--- config.mk ---
export PLATFORM = sky130hd
export DESIGN_NAME = priority_fifo_run_queue_unit
export DESIGN_NICKNAME = d
export VERILOG_FILES = /design/src/hw/rtl/pfrq_pkg.sv /design/src/hw/rtl/priority_fifo_run_queue_unit.sv /design/src/hw/rtl/pfrq_scan.sv
export SDC_FILE = /design/constraint.sdc
export NUM_CORES = 2
export LEC_CHECK = 0
export BUFFER_PORTS_ARGS = -buffer_cell sky130_fd_sc_hd__buf_2
export CORE_MARGIN = 4
export CORE_UTILIZATION = 27
export DETAILED_ROUTE_END_ITERATION = 10
export PLACE_DENSITY = 0.38
export SLEW_MARGIN = 20
export SYNTH_ARGS = -nofsm -noshare
export SYNTH_HDL_FRONTEND = slang
export SYNTH_SLANG_ARGS = --single-unit
--- constraint.sdc ---
create_clock -name i_clk -period 10.95 [get_ports i_clk]
set_input_delay 0.5475 -clock i_clk [delete_from_list [all_inputs] [get_ports i_clk]]
set_output_delay 0.5475 -clock i_clk [all_outputs]
set_load 0.01 [all_outputs]
--- src/hw/rtl/pfrq_pkg.sv ---
package pfrq_pkg;

    localparam int THREADS_DEF = 64;
    localparam int LEVELS_DEF = 64;
    localparam int TID_W = 6;
    localparam int PRIO_W = 8;
    localparam int CUR_W = 6;
    localparam int CNT_W = 7;

    typedef enum logic [1:0] {
        K_ENQUEUE = 2'd0,
        K_DEQUEUE = 2'd1,
        K_REMOVE  = 2'd2,
        K_CHECK   = 2'd3
    } t_kind;

    typedef struct packed {
        t_kind                     kind;
        logic [TID_W-1:0]          thread_id;
        logic signed [PRIO_W-1:0]  priority_req;
        logic                      preemptable;
        logic [CUR_W-1:0]          current_priority;
        logic                      current_none;
    } t_req;

    typedef struct packed {
        logic [TID_W-1:0] out_thread;
        logic             thread_found;
        logic             preempt;
        logic [CNT_W-1:0] queued_count;
    } t_rsp;

    typedef enum logic [2:0] {
        S_IDLE,
        S_SCAN,
        S_HEAD,
        S_TID,
        S_READ,
        S_LINK,
        S_FIX,
        S_DONE
    } t_state;

endpackage

--- src/hw/rtl/priority_fifo_run_queue_unit.sv ---
// Enqueue and remove go from S_IDLE through S_READ, S_LINK and S_FIX to S_DONE.
// The preemption check and a dequeue of an empty queue go through S_SCAN to S_DONE;
// a dequeue that pops goes S_SCAN, S_HEAD, S_TID, S_READ, S_LINK, S_FIX, S_DONE. The scan
// covers 8 levels a cycle from the top down and stops at the first set chunk. One request at
// a time; the next is taken in the cycle the result appears, once that result is not stalled.
// Reset clears the map, count, queued bits and control; the memories keep their contents.
module priority_fifo_run_queue_unit #(
    parameter int THREADS = pfrq_pkg::THREADS_DEF,
    parameter int LEVELS = pfrq_pkg::LEVELS_DEF
) (
    input  logic             i_clk,
    input  logic             i_rst_n,
    input  logic             i_valid,
    output logic             o_stall,
    input  pfrq_pkg::t_req   i_req,
    output logic             o_valid,
    input  logic             i_stall,
    output pfrq_pkg::t_rsp   o_rsp
);
    localparam int TW = $clog2(THREADS);
    localparam int LW = $clog2(LEVELS);
    localparam int KW = TW + 1;
    localparam int CW = $clog2(THREADS + 1);

    typedef logic [KW-1:0] t_link;

    logic [KW-1:0] m_next [THREADS];
    logic [KW-1:0] m_prev [THREADS];
    logic [LW-1:0] m_lvl  [THREADS];
    logic [KW-1:0] m_head [LEVELS];
    logic [KW-1:0] m_tail [LEVELS];

    logic [THREADS-1:0] r_inq;
    logic [LEVELS-1:0]  r_map;
    logic [CW-1:0]      r_cnt;

    pfrq_pkg::t_state r_st, n_st;
    pfrq_pkg::t_req   r_req;
    logic [TW-1:0] r_tid;
    logic [LW-1:0] r_lvl;
    logic          r_act;
    logic          r_pre;
    logic          r_found;
    logic [KW-1:0] r_p, r_n, r_h;
    logic          r_ov;
    pfrq_pkg::t_rsp r_rsp;

    logic [KW-1:0] q_next, q_prev, q_head, q_tail;
    logic [LW-1:0] q_lvl;

    logic          s_start, s_done, s_any;
    logic [LW-1:0] s_level;

    t_link NIL;
    assign NIL = KW'(THREADS);

    logic          w_acc;
    logic [LW-1:0] w_clamp;
    logic          w_tid_ok;
    logic [TW-1:0] w_tid;

    assign o_stall = (r_st != pfrq_pkg::S_IDLE) || (r_ov && i_stall);
    assign w_acc = i_valid && !o_stall;
    assign o_valid = r_ov;
    assign o_rsp = r_rsp;

    assign w_tid_ok = 32'(i_req.thread_id) < THREADS;
    assign w_tid = TW'(i_req.thread_id);

    always_comb begin
        if (i_req.priority_req[pfrq_pkg::PRIO_W-1]) begin
            w_clamp = '0;
        end else if (32'(i_req.priority_req) > LEVELS - 1) begin
            w_clamp = LW'(LEVELS - 1);
        end else begin
            w_clamp = LW'(i_req.priority_req);
        end
    end

    pfrq_scan #(.LEVELS(LEVELS)) u_scan (
        .i_clk   (i_clk),
        .i_rst_n (i_rst_n),
        .i_start (s_start),
        .i_map   (r_map),
        .o_done  (s_done),
        .o_any   (s_any),
        .o_level (s_level)
    );

    assign s_start = w_acc && (i_req.kind == pfrq_pkg::K_DEQUEUE ||
                               i_req.kind == pfrq_pkg::K_CHECK);

    always_comb begin
        n_st = r_st;
        unique case (r_st)
            pfrq_pkg::S_IDLE: begin
                if (w_acc) begin
                    n_st = s_start ? pfrq_pkg::S_SCAN : pfrq_pkg::S_READ;
                end
            end
            pfrq_pkg::S_SCAN: begin
                if (s_done) begin
                    n_st = (r_req.kind == pfrq_pkg::K_DEQUEUE && s_any) ?
                           pfrq_pkg::S_HEAD : pfrq_pkg::S_DONE;
                end
            end
            pfrq_pkg::S_HEAD: n_st = pfrq_pkg::S_TID;
            pfrq_pkg::S_TID:  n_st = pfrq_pkg::S_READ;
            pfrq_pkg::S_READ: n_st = pfrq_pkg::S_LINK;
            pfrq_pkg::S_LINK: n_st = pfrq_pkg::S_FIX;
            pfrq_pkg::S_FIX:  n_st = pfrq_pkg::S_DONE;
            pfrq_pkg::S_DONE: n_st = pfrq_pkg::S_IDLE;
            default:          n_st = pfrq_pkg::S_IDLE;
        endcase
    end

    always_ff @(posedge i_clk) begin
        if (!i_rst_n) begin
            r_st <= pfrq_pkg::S_IDLE;
            r_ov <= 1'b0;
            r_inq <= '0;
            r_map <= '0;
            r_cnt <= '0;
            r_act <= 1'b0;
        end else begin
            r_st <= n_st;
            if (r_ov && !i_stall) begin
                r_ov <= 1'b0;
            end
            unique case (r_st)
                pfrq_pkg::S_IDLE: begin
                    if (w_acc) begin
                        r_req <= i_req;
                        r_tid <= w_tid;
                        r_lvl <= w_clamp;
                        r_pre <= 1'b0;
                        r_found <= 1'b0;
                        unique case (i_req.kind)
                            pfrq_pkg::K_ENQUEUE: r_act <= w_tid_ok && !r_inq[w_tid];
                            pfrq_pkg::K_REMOVE:  r_act <= w_tid_ok && r_inq[w_tid];
                            default:             r_act <= 1'b0;
                        endcase
                    end
                end
                pfrq_pkg::S_SCAN: begin
                    if (s_done) begin
                        if (r_req.kind == pfrq_pkg::K_CHECK) begin
                            r_pre <= r_req.current_none ||
                                     (r_cnt != '0 && s_any &&
                                      32'(s_level) > 32'(r_req.current_priority));
                        end else if (s_any) begin
                            r_act <= 1'b1;
                            r_lvl <= s_level;
                        end
                    end
                end
                pfrq_pkg::S_TID: begin
                    if (r_act) begin
                        r_tid <= TW'(q_head);
                        r_found <= 1'b1;
                    end
                end
                pfrq_pkg::S_LINK: begin
                    if (r_act) begin
                        if (r_req.kind == pfrq_pkg::K_ENQUEUE) begin
                            r_inq[r_tid] <= 1'b1;
                            r_map[r_lvl] <= 1'b1;
                            r_cnt <= r_cnt + 1'b1;
                            r_pre <= r_req.preemptable && (r_req.current_none ||
                                     32'(r_lvl) > 32'(r_req.current_priority));
                        end else begin
                            r_inq[r_tid] <= 1'b0;
                            if (r_cnt != '0) begin
                                r_cnt <= r_cnt - 1'b1;
                            end
                            r_lvl <= q_lvl;
                        end
                    end
                end
                pfrq_pkg::S_FIX: begin
                    if (r_act && r_req.kind != pfrq_pkg::K_ENQUEUE) begin
                        if (r_p == NIL && r_n == NIL) begin
                            r_map[r_lvl] <= 1'b0;
                        end
                    end
                end
                pfrq_pkg::S_DONE: begin
                    r_ov <= 1'b1;
                    r_rsp.out_thread <= r_found ? pfrq_pkg::TID_W'(r_tid) : '0;
                    r_rsp.thread_found <= r_found;
                    r_rsp.preempt <= r_pre;
                    r_rsp.queued_count <= pfrq_pkg::CNT_W'(r_cnt);
                end
                default: ;
            endcase
        end
    end

    // read stage: addresses from held request
    always_ff @(posedge i_clk) begin
        q_head <= m_head[r_lvl];
        q_tail <= m_tail[r_lvl];
        q_next <= m_next[r_tid];
        q_prev <= m_prev[r_tid];
        q_lvl  <= m_lvl[r_tid];
    end

    // unlink or append in S_LINK, patch the neighbours in S_FIX
    always_ff @(posedge i_clk) begin
        if (r_st == pfrq_pkg::S_LINK && r_act) begin
            if (r_req.kind == pfrq_pkg::K_ENQUEUE) begin
                m_lvl[r_tid] <= r_lvl;
                m_next[r_tid] <= NIL;
                m_tail[r_lvl] <= KW'(r_tid);
                if (r_map[r_lvl]) begin
                    m_prev[r_tid] <= q_tail;
                    r_h <= q_tail;
                end else begin
                    m_prev[r_tid] <= NIL;
                    m_head[r_lvl] <= KW'(r_tid);
                    r_h <= NIL;
                end
            end else begin
                r_p <= q_prev;
                r_n <= q_next;
                m_next[r_tid] <= NIL;
                m_prev[r_tid] <= NIL;
            end
        end
        if (r_st == pfrq_pkg::S_FIX && r_act) begin
            if (r_req.kind == pfrq_pkg::K_ENQUEUE) begin
                if (r_h != NIL) begin
                    m_next[TW'(r_h)] <= KW'(r_tid);
                end
            end else begin
                if (r_p != NIL) begin
                    m_next[TW'(r_p)] <= r_n;
                end else begin
                    m_head[r_lvl] <= r_n;
                end
                if (r_n != NIL) begin
                    m_prev[TW'(r_n)] <= r_p;
                end else begin
                    m_tail[r_lvl] <= r_p;
                end
            end
        end
    end
endmodule

--- src/hw/rtl/pfrq_scan.sv ---
module pfrq_scan #(
    parameter int LEVELS = pfrq_pkg::LEVELS_DEF
) (
    input  logic                      i_clk,
    input  logic                      i_rst_n,
    input  logic                      i_start,
    input  logic [LEVELS-1:0]         i_map,
    output logic                      o_done,
    output logic                      o_any,
    output logic [$clog2(LEVELS)-1:0] o_level
);
    localparam int LW = $clog2(LEVELS);
    localparam int CHUNK = 8;
    localparam int STEPS = (LEVELS + CHUNK - 1) / CHUNK;
    localparam int SW = (STEPS > 1) ? $clog2(STEPS) : 1;
    localparam int PADW = STEPS * CHUNK;

    logic          r_busy, n_busy;
    logic [SW-1:0] r_step, n_step;
    logic          r_any, n_any;
    logic [LW-1:0] r_level, n_level;
    logic [PADW-1:0] w_pad;
    logic [CHUNK-1:0] w_chunk;
    logic          w_hit;
    logic [2:0]    w_bit;

    assign w_pad = {{(PADW-LEVELS){1'b0}}, i_map};

    always_comb begin
        w_chunk = w_pad[r_step*CHUNK +: CHUNK];
        w_hit = |w_chunk;
        w_bit = '0;
        for (int b = 0; b < CHUNK; b++) begin
            if (w_chunk[b]) begin
                w_bit = 3'(b);
            end
        end
    end

    always_comb begin
        n_busy = r_busy;
        n_step = r_step;
        n_any = r_any;
        n_level = r_level;
        o_done = 1'b0;
        if (i_start) begin
            n_busy = 1'b1;
            n_step = SW'(STEPS - 1);
            n_any = 1'b0;
        end else if (r_busy) begin
            if (w_hit) begin
                n_any = 1'b1;
                n_level = LW'(r_step * CHUNK + 32'(w_bit));
            end
            if (w_hit || r_step == '0) begin
                n_busy = 1'b0;
                o_done = 1'b1;
            end else begin
                n_step = r_step - 1'b1;
            end
        end
    end

    always_ff @(posedge i_clk) begin
        if (!i_rst_n) begin
            r_busy <= 1'b0;
            r_step <= '0;
            r_any <= 1'b0;
        end else begin
            r_busy <= n_busy;
            r_step <= n_step;
            r_any <= n_any;
        end
        r_level <= n_level;
    end

    assign o_any = n_any;
    assign o_level = n_level;
endmodule

== After elaboration in Yosys (flattened, before gate mapping) ==
Memories as Yosys holds them, arrays and structs flattened. A register that Yosys moved wholly into a read port is not among the register bits.
Index checks and enable logic that the tools add are counted.
Storage, ports and cells
  bits in writable memories: 2176
  register bits: 211
  input bits: 28
  memories kept: 5
  output and inout bits: 17
Cells by class
  $lt $le $gt $ge: 8
  eq/ne operators: 29
  shifts and indexed selects: 1
  mux-type cells: 119
  add/sub/neg operators: 4
  reductions and logical operators: 53
  bitwise operators: 12
Memories
  m_head: depth 64, bits a word 7, rd ports 1, clocked after Yosys merged registers in 1, write ports 1, line priority_fifo_run_queue_unit.sv:30  | logic [KW-1:0] m_head [LEVELS];
  m_next: depth 64, bits a word 7, rd ports 1, clocked after Yosys merged registers in 1, write ports 1, line priority_fifo_run_queue_unit.sv:27  | logic [KW-1:0] m_next [THREADS];
  m_prev: depth 64, bits a word 7, rd ports 1, clocked after Yosys merged registers in 1, write ports 1, line priority_fifo_run_queue_unit.sv:28  | logic [KW-1:0] m_prev [THREADS];
  m_tail: depth 64, bits a word 7, rd ports 1, clocked after Yosys merged registers in 1, write ports 1, line priority_fifo_run_queue_unit.sv:31  | logic [KW-1:0] m_tail [LEVELS];
  m_lvl: depth 64, bits a word 6, rd ports 1, clocked after Yosys merged registers in 1, write ports 1, line priority_fifo_run_queue_unit.sv:29  | logic [LW-1:0] m_lvl [THREADS];
Operators with widths (number)
  $mux 64: 5
  $and 64x64->64: 2
  $not 64->64: 2
  $or 64x64->64: 2
  $pmux 64 s2: 1
  $mux 6: 16
  $mux 7: 10
  $shiftx 64x7->8: 1
  $mux 1: 63
  $mux 3: 11
  $pmux 3 s8: 1
  $ne 2x2->1 const B: 11
  $lt 6x7->1 const B: 3
  $ne 7x7->1 const B: 3
  $reduce_or 7->1: 3
  $pmux 6 s3: 1
  $eq 7x7->1 const B: 2
  $logic_and 1x1->1: 14
  $reduce_bool 2->1: 7
  $bmux 1 s6: 2
  $demux 1 s6: 2
  $eq 3x3->1 const B: 4
  $ge 6x1->1 const B: 2
  $gt 6x6->1: 2
  other kinds (29): 56

== Logic depth before layout (Yosys ltp) ==
  depth after elaboration: 18
  depth in mapped cells: 18

== Hierarchy ==
From an unflattened synthesis, not the netlist that was laid out.
Unflattened totals
  cells, all modules: 5902
  area, all modules: 94306.7 um^2
Modules (own cells, without submodules)
  priority_fifo_run_queue_unit: cells an instance 5816, times used 1, sequential area each 68685.9 um^2, area each 93130.6 um^2
  pfrq_scan: cells an instance 86, times used 1, sequential area each 220.2 um^2, area each 1176.1 um^2

== Worst setup path after synthesis ==
OpenSTA, ideal clock, no wires.
  path type: register to register
  start: reg r_lvl[0]
  end: mem m_prev[0][6] (netlist bit), data pin
  stages on the path, launching flop included: 9
  arrival time: 4633 ps
  setup time: 564 ps
  required time: 10386 ps
  path slack: 5753 ps
  path through: edfxtp_1 buf_6 mux2_1 a32o_1 a221o_1 a22oi_1 nand4_2 a22o_1 a22oi_1
On the way
  word-level cells in the longest chain between the ends: 9
RTL lines
  start: declaration: line priority_fifo_run_queue_unit.sv:40  | logic [LW-1:0] r_lvl;
  start signal: assignment: line priority_fifo_run_queue_unit.sv:135  | r_lvl <= w_clamp;
  start signal: assignment: line priority_fifo_run_queue_unit.sv:153  | r_lvl <= s_level;
  start signal: assignment: line priority_fifo_run_queue_unit.sv:176  | r_lvl <= q_lvl;
  $bmux 1 s6: line priority_fifo_run_queue_unit.sv:215  | if (r_map[r_lvl]) begin
  $mux 1 (not written as such): line priority_fifo_run_queue_unit.sv:215
  $mux 1: line priority_fifo_run_queue_unit.sv:215
  $mux 1: line priority_fifo_run_queue_unit.sv:211  | if (r_req.kind == pfrq_pkg::K_ENQUEUE) begin
  $mux 1: line priority_fifo_run_queue_unit.sv:210  | if (r_st == pfrq_pkg::S_LINK && r_act) begin
  $mux 1 (not written as such): line priority_fifo_run_queue_unit.sv:219  | m_prev[r_tid] <= NIL;
  $mux 7 (no source line) (3 in a row)
  end: declaration: line priority_fifo_run_queue_unit.sv:28
No other way between the ends. The select of a mux whose other input is x is not followed.

== Worst setup path in the final report ==
  start: reg r_lvl[0]
  end: mem m_head[14][5] (netlist bit), enable pin
On the way
  word-level cells in the longest chain between the ends: 7
RTL lines
  $bmux 1 s6: line priority_fifo_run_queue_unit.sv:215
  $mux 1 (not written as such): line priority_fifo_run_queue_unit.sv:215
  $mux 1: line priority_fifo_run_queue_unit.sv:215
  $mux 1: line priority_fifo_run_queue_unit.sv:211
  $mux 1: line priority_fifo_run_queue_unit.sv:210
  $mux 1 (not written as such): line priority_fifo_run_queue_unit.sv:220  | m_head[r_lvl] <= KW'(r_tid);
  $or 1x1->1 (no source line)
  end: declaration: line priority_fifo_run_queue_unit.sv:30
Parallel ways exist; a longest one is shown, timed or not. The select of a mux whose other input is x is not followed.

==> flow_summary.ini <==
[setup_path]
r2r_slack_ps = 6060
crit_path_max_fanout = 56
startpoint_type = register
worst_ep_required_time_ps = 11460
worst-r2r-cell-count = 9
critPathArrivalTime_ps = 5410
critPathCaptureType = register
crit_end = m_head[14][5]
worst_r2r_src = r_lvl[0]
worstSetupPathType = reg2reg
crit_start = r_lvl[0]
critical_path.reg2reg.endpoint = m_head[14][5]

[cts]
tritoncts = built
worst_skew_pair_latency_ps = 880
cts_resized = 0
cts.sink_count = 2356
htreeDepth = 5
cts.root.buffer_cell = sky130_fd_sc_hd__clkbuf_16
clkSlewWorstSetupHoldPaths_ps = 60
postCtsSetupBuffers = 0
cts.path.max_buffers = 4
numCtsBuffers = 269

[placement]
place.detailed.instances = 9674
routabilityCongestion = 0.793
port_buffers = 44
place_hpwl_mm = 184

[global_route]
grt_max_degree = 99
use_met2 = 0.279
gr-total-overflow = 0
top_usage_layer = met2
gr-usage-all-layers = 0.172
met1_usage = 0.243
global_route_track_usage_on_met3 = 0.0216
antenna_found_initial = 15
grt_first_pass_wirelength_mm = 424
first_global_vias = 52600

[outcome]
result_of_the_run = finished, final reports clean

[timing]
slew_at_the_pin_closest_to_its_max_slew_limit_ps = 1120
rsz0062_at_grt = no
worst_slew_margin_rel = 0.253
maximum_achievable_frequency_ghz = 0.204
final-max-slew-violation-count = 0
fin_tns_setup_ps = 0
report.final.setup_viol = 0
final_period_minus_worst_setup_slack_ps = 4890
hold_viol_final = 0
post-route-period-util = 0.447
final.setup_skew_ps = 53.5

[final_layout]
post_route_cells_drive_above_1_share = 0.115
final_nets = 5638
final_cells = 10200
area_delta_synth_final_pct = 15.7
layout_common_cells = sky130_fd_sc_hd__edfxtp_1 (2,172), sky130_fd_sc_hd__a22oi_1 (832), sky130_fd_sc_hd__nor2_1 (357)
layout.cells.most_common = sky130_fd_sc_hd__edfxtp_1
finalCoreUtilization = 0.313

[power_and_ir_drop]
vdd_ir_drop_max_v = 0.000145
total_leakage_power_nw = 30.3
cell_internal_pwr_mw = 16.2
share_seq_of_total_power = 0.463
total_switching_power_mw = 6.27
power.density_cell_area_mw_per_mm2 = 217
power.share.switching = 0.279
clockPowerShare = 0.392
post-layout-total-power_mw = 22.5
combinationalPowerShare = 0.146

[floorplanning]
boundaryPins = 45
chipHeight_um = 583
coreArea_mm2 = 0.330
die_area_mm2 = 0.340
dieWidth_um = 583
initial_utilization = 0.271
fp-row-count = 211

[routing]
final_antenna_net_count = 0
wire_per_inst_um = 29.7
dr.pass1.iters = 8
drc = 0
via_per_inst = 5.18
vias = 52700
route.final.wire_length_mm = 302
initialDrtViolationCount = 4594

[yosys]
synth_flop_cell = sky130_fd_sc_hd__edfxtp_1
synth_edf_count = 2172
ys_ff_latch = 2356
netlist_area_mm2 = 0.0894
syn-num-nets = 5572
async_flop_share = 0
ys_warn_count = 0
synth.lib_cells_used.distinct = 73
syn_area_per_cell_um2 = 16.2
synth_seq_area_share = 0.771
synthesis.instances = 5524

[run]
maxCapViolCount = 0

[hold_path]
hold_path.class = in2reg
cells by family after synthesis:
logic type,after synthesis,share of synthesized area
muxes,93,0.0146
AOI/OAI and AO/OA,1742,0.146
and+or+nand+nor,887,0.0464
DFF,2356,0.771
xor gates and xnor gates,9,0.000882
buffers and inverters,417,0.0187
adders and majority gates,20,0.00288
worst max-delay path, cell delays in order (launching register included):
cell	delay [ps]
sky130_fd_sc_hd__edfxtp_1	660
sky130_fd_sc_hd__buf_4	500
sky130_fd_sc_hd__mux4_2	560
sky130_fd_sc_hd__mux2i_1	170
sky130_fd_sc_hd__o22ai_1	100
sky130_fd_sc_hd__nor2_1	310
sky130_fd_sc_hd__nand4_2	440
sky130_fd_sc_hd__o31a_2	570
sky130_fd_sc_hd__buf_4	370
sky130_fd_sc_hd__nor2_1	620
through the flow:
stage	setup slack [ps]	cell area, µm²	hold slack [ps]
after global placement	6140	94800	392
after global routing	5820	103000	51.9
final	6060	103000	87.4
after detailed placement	6130	94800	389
after floorplan	5750	89400	386
after CTS	6130	103000	17.2
cell usage after synthesis, types with 20 or more instances:
library cell,n,area (µm²)
sky130_fd_sc_hd__a21oi_1,108,541
sky130_fd_sc_hd__a221oi_1,125,1090
sky130_fd_sc_hd__a22o_1,138,1210
sky130_fd_sc_hd__a22oi_1,833,6250
sky130_fd_sc_hd__a31oi_1,87,544
sky130_fd_sc_hd__a41oi_1,83,727
sky130_fd_sc_hd__and2_1,77,482
sky130_fd_sc_hd__buf_1,61,229
sky130_fd_sc_hd__buf_2,20,100
sky130_fd_sc_hd__clkbuf_1,299,1120
sky130_fd_sc_hd__dfxtp_1,184,3680
sky130_fd_sc_hd__edfxtp_1,2172,65200
sky130_fd_sc_hd__inv_1,21,78.8
sky130_fd_sc_hd__mux2_2,30,338
sky130_fd_sc_hd__mux2i_1,35,350
sky130_fd_sc_hd__mux4_2,27,608
sky130_fd_sc_hd__nand2_1,165,619
sky130_fd_sc_hd__nand3_1,89,445
sky130_fd_sc_hd__nand4_1,80,500
sky130_fd_sc_hd__nor2_1,363,1360
sky130_fd_sc_hd__nor2b_1,24,150
sky130_fd_sc_hd__o21a_1,43,323
sky130_fd_sc_hd__o21ai_0,120,601
sky130_fd_sc_hd__o21bai_1,62,465
sky130_fd_sc_hd__o311a_1,62,621
routing by layer:
layer | up-vias | routed length [µm]
met2 | 1513 | 143000
met5 | - | 13
met4 | 2 | 7680
met1 | 27900 | 138000
met3 | 373 | 13700
li1 | 22800 | -
power by group through the flow:
stage	registers (mW)	clock network, mW	logic, mW
2_1_floorplan	10.6	0	1.64
3_3_place_gp	10.6	0	3.34
3_5_place_dp	10.6	0	3.32
4_1_cts	10.4	9.03	3.33
5_1_grt	10.4	9.39	3.48
6_report	10.4	8.80	3.27
what timing repair did:
action | 4_1_cts | 5_1_grt
hold endpoints to repair | 11 | 0
hold buffers | 11 | 0
endpoints found under the setup margin | 0 | 0
registers in the layout (all words and copies together) (netlist names), 10 cells and up, named ones only:
| name | count |
|---|---|
| m_next | 448 |
| m_prev | 448 |
| r_req | 10 |
| o_rsp | 15 |
| m_head | 384 |
| m_tail | 448 |
| m_lvl | 384 |
area by class of cell:
type	instances	area [µm²]
sequential	2356	68900
multi-input combinational	2751	19100
antenna	5	12.5
clock inverter	116	1030
fill	32200	227000
clock buffer	353	7450
inverter	25	93.8
tap	4366	5460
timing repair buffer	187	1430
worst min-delay path by stage:
stage	start	endpoint	slack, ps	cells after the start
floorplan	q_next[0]	r_n[0]	390	0
global placement	q_next[0]	r_n[0]	390	0
detailed placement	q_prev[0]	r_p[0]	390	0
CTS	i_req[21]	r_tid[5]	20	2
global route	i_req[21]	r_tid[5]	50	2
finish	i_req[21]	r_tid[5]	90	2
Note: power is estimated with default switching activity, not from simulation.
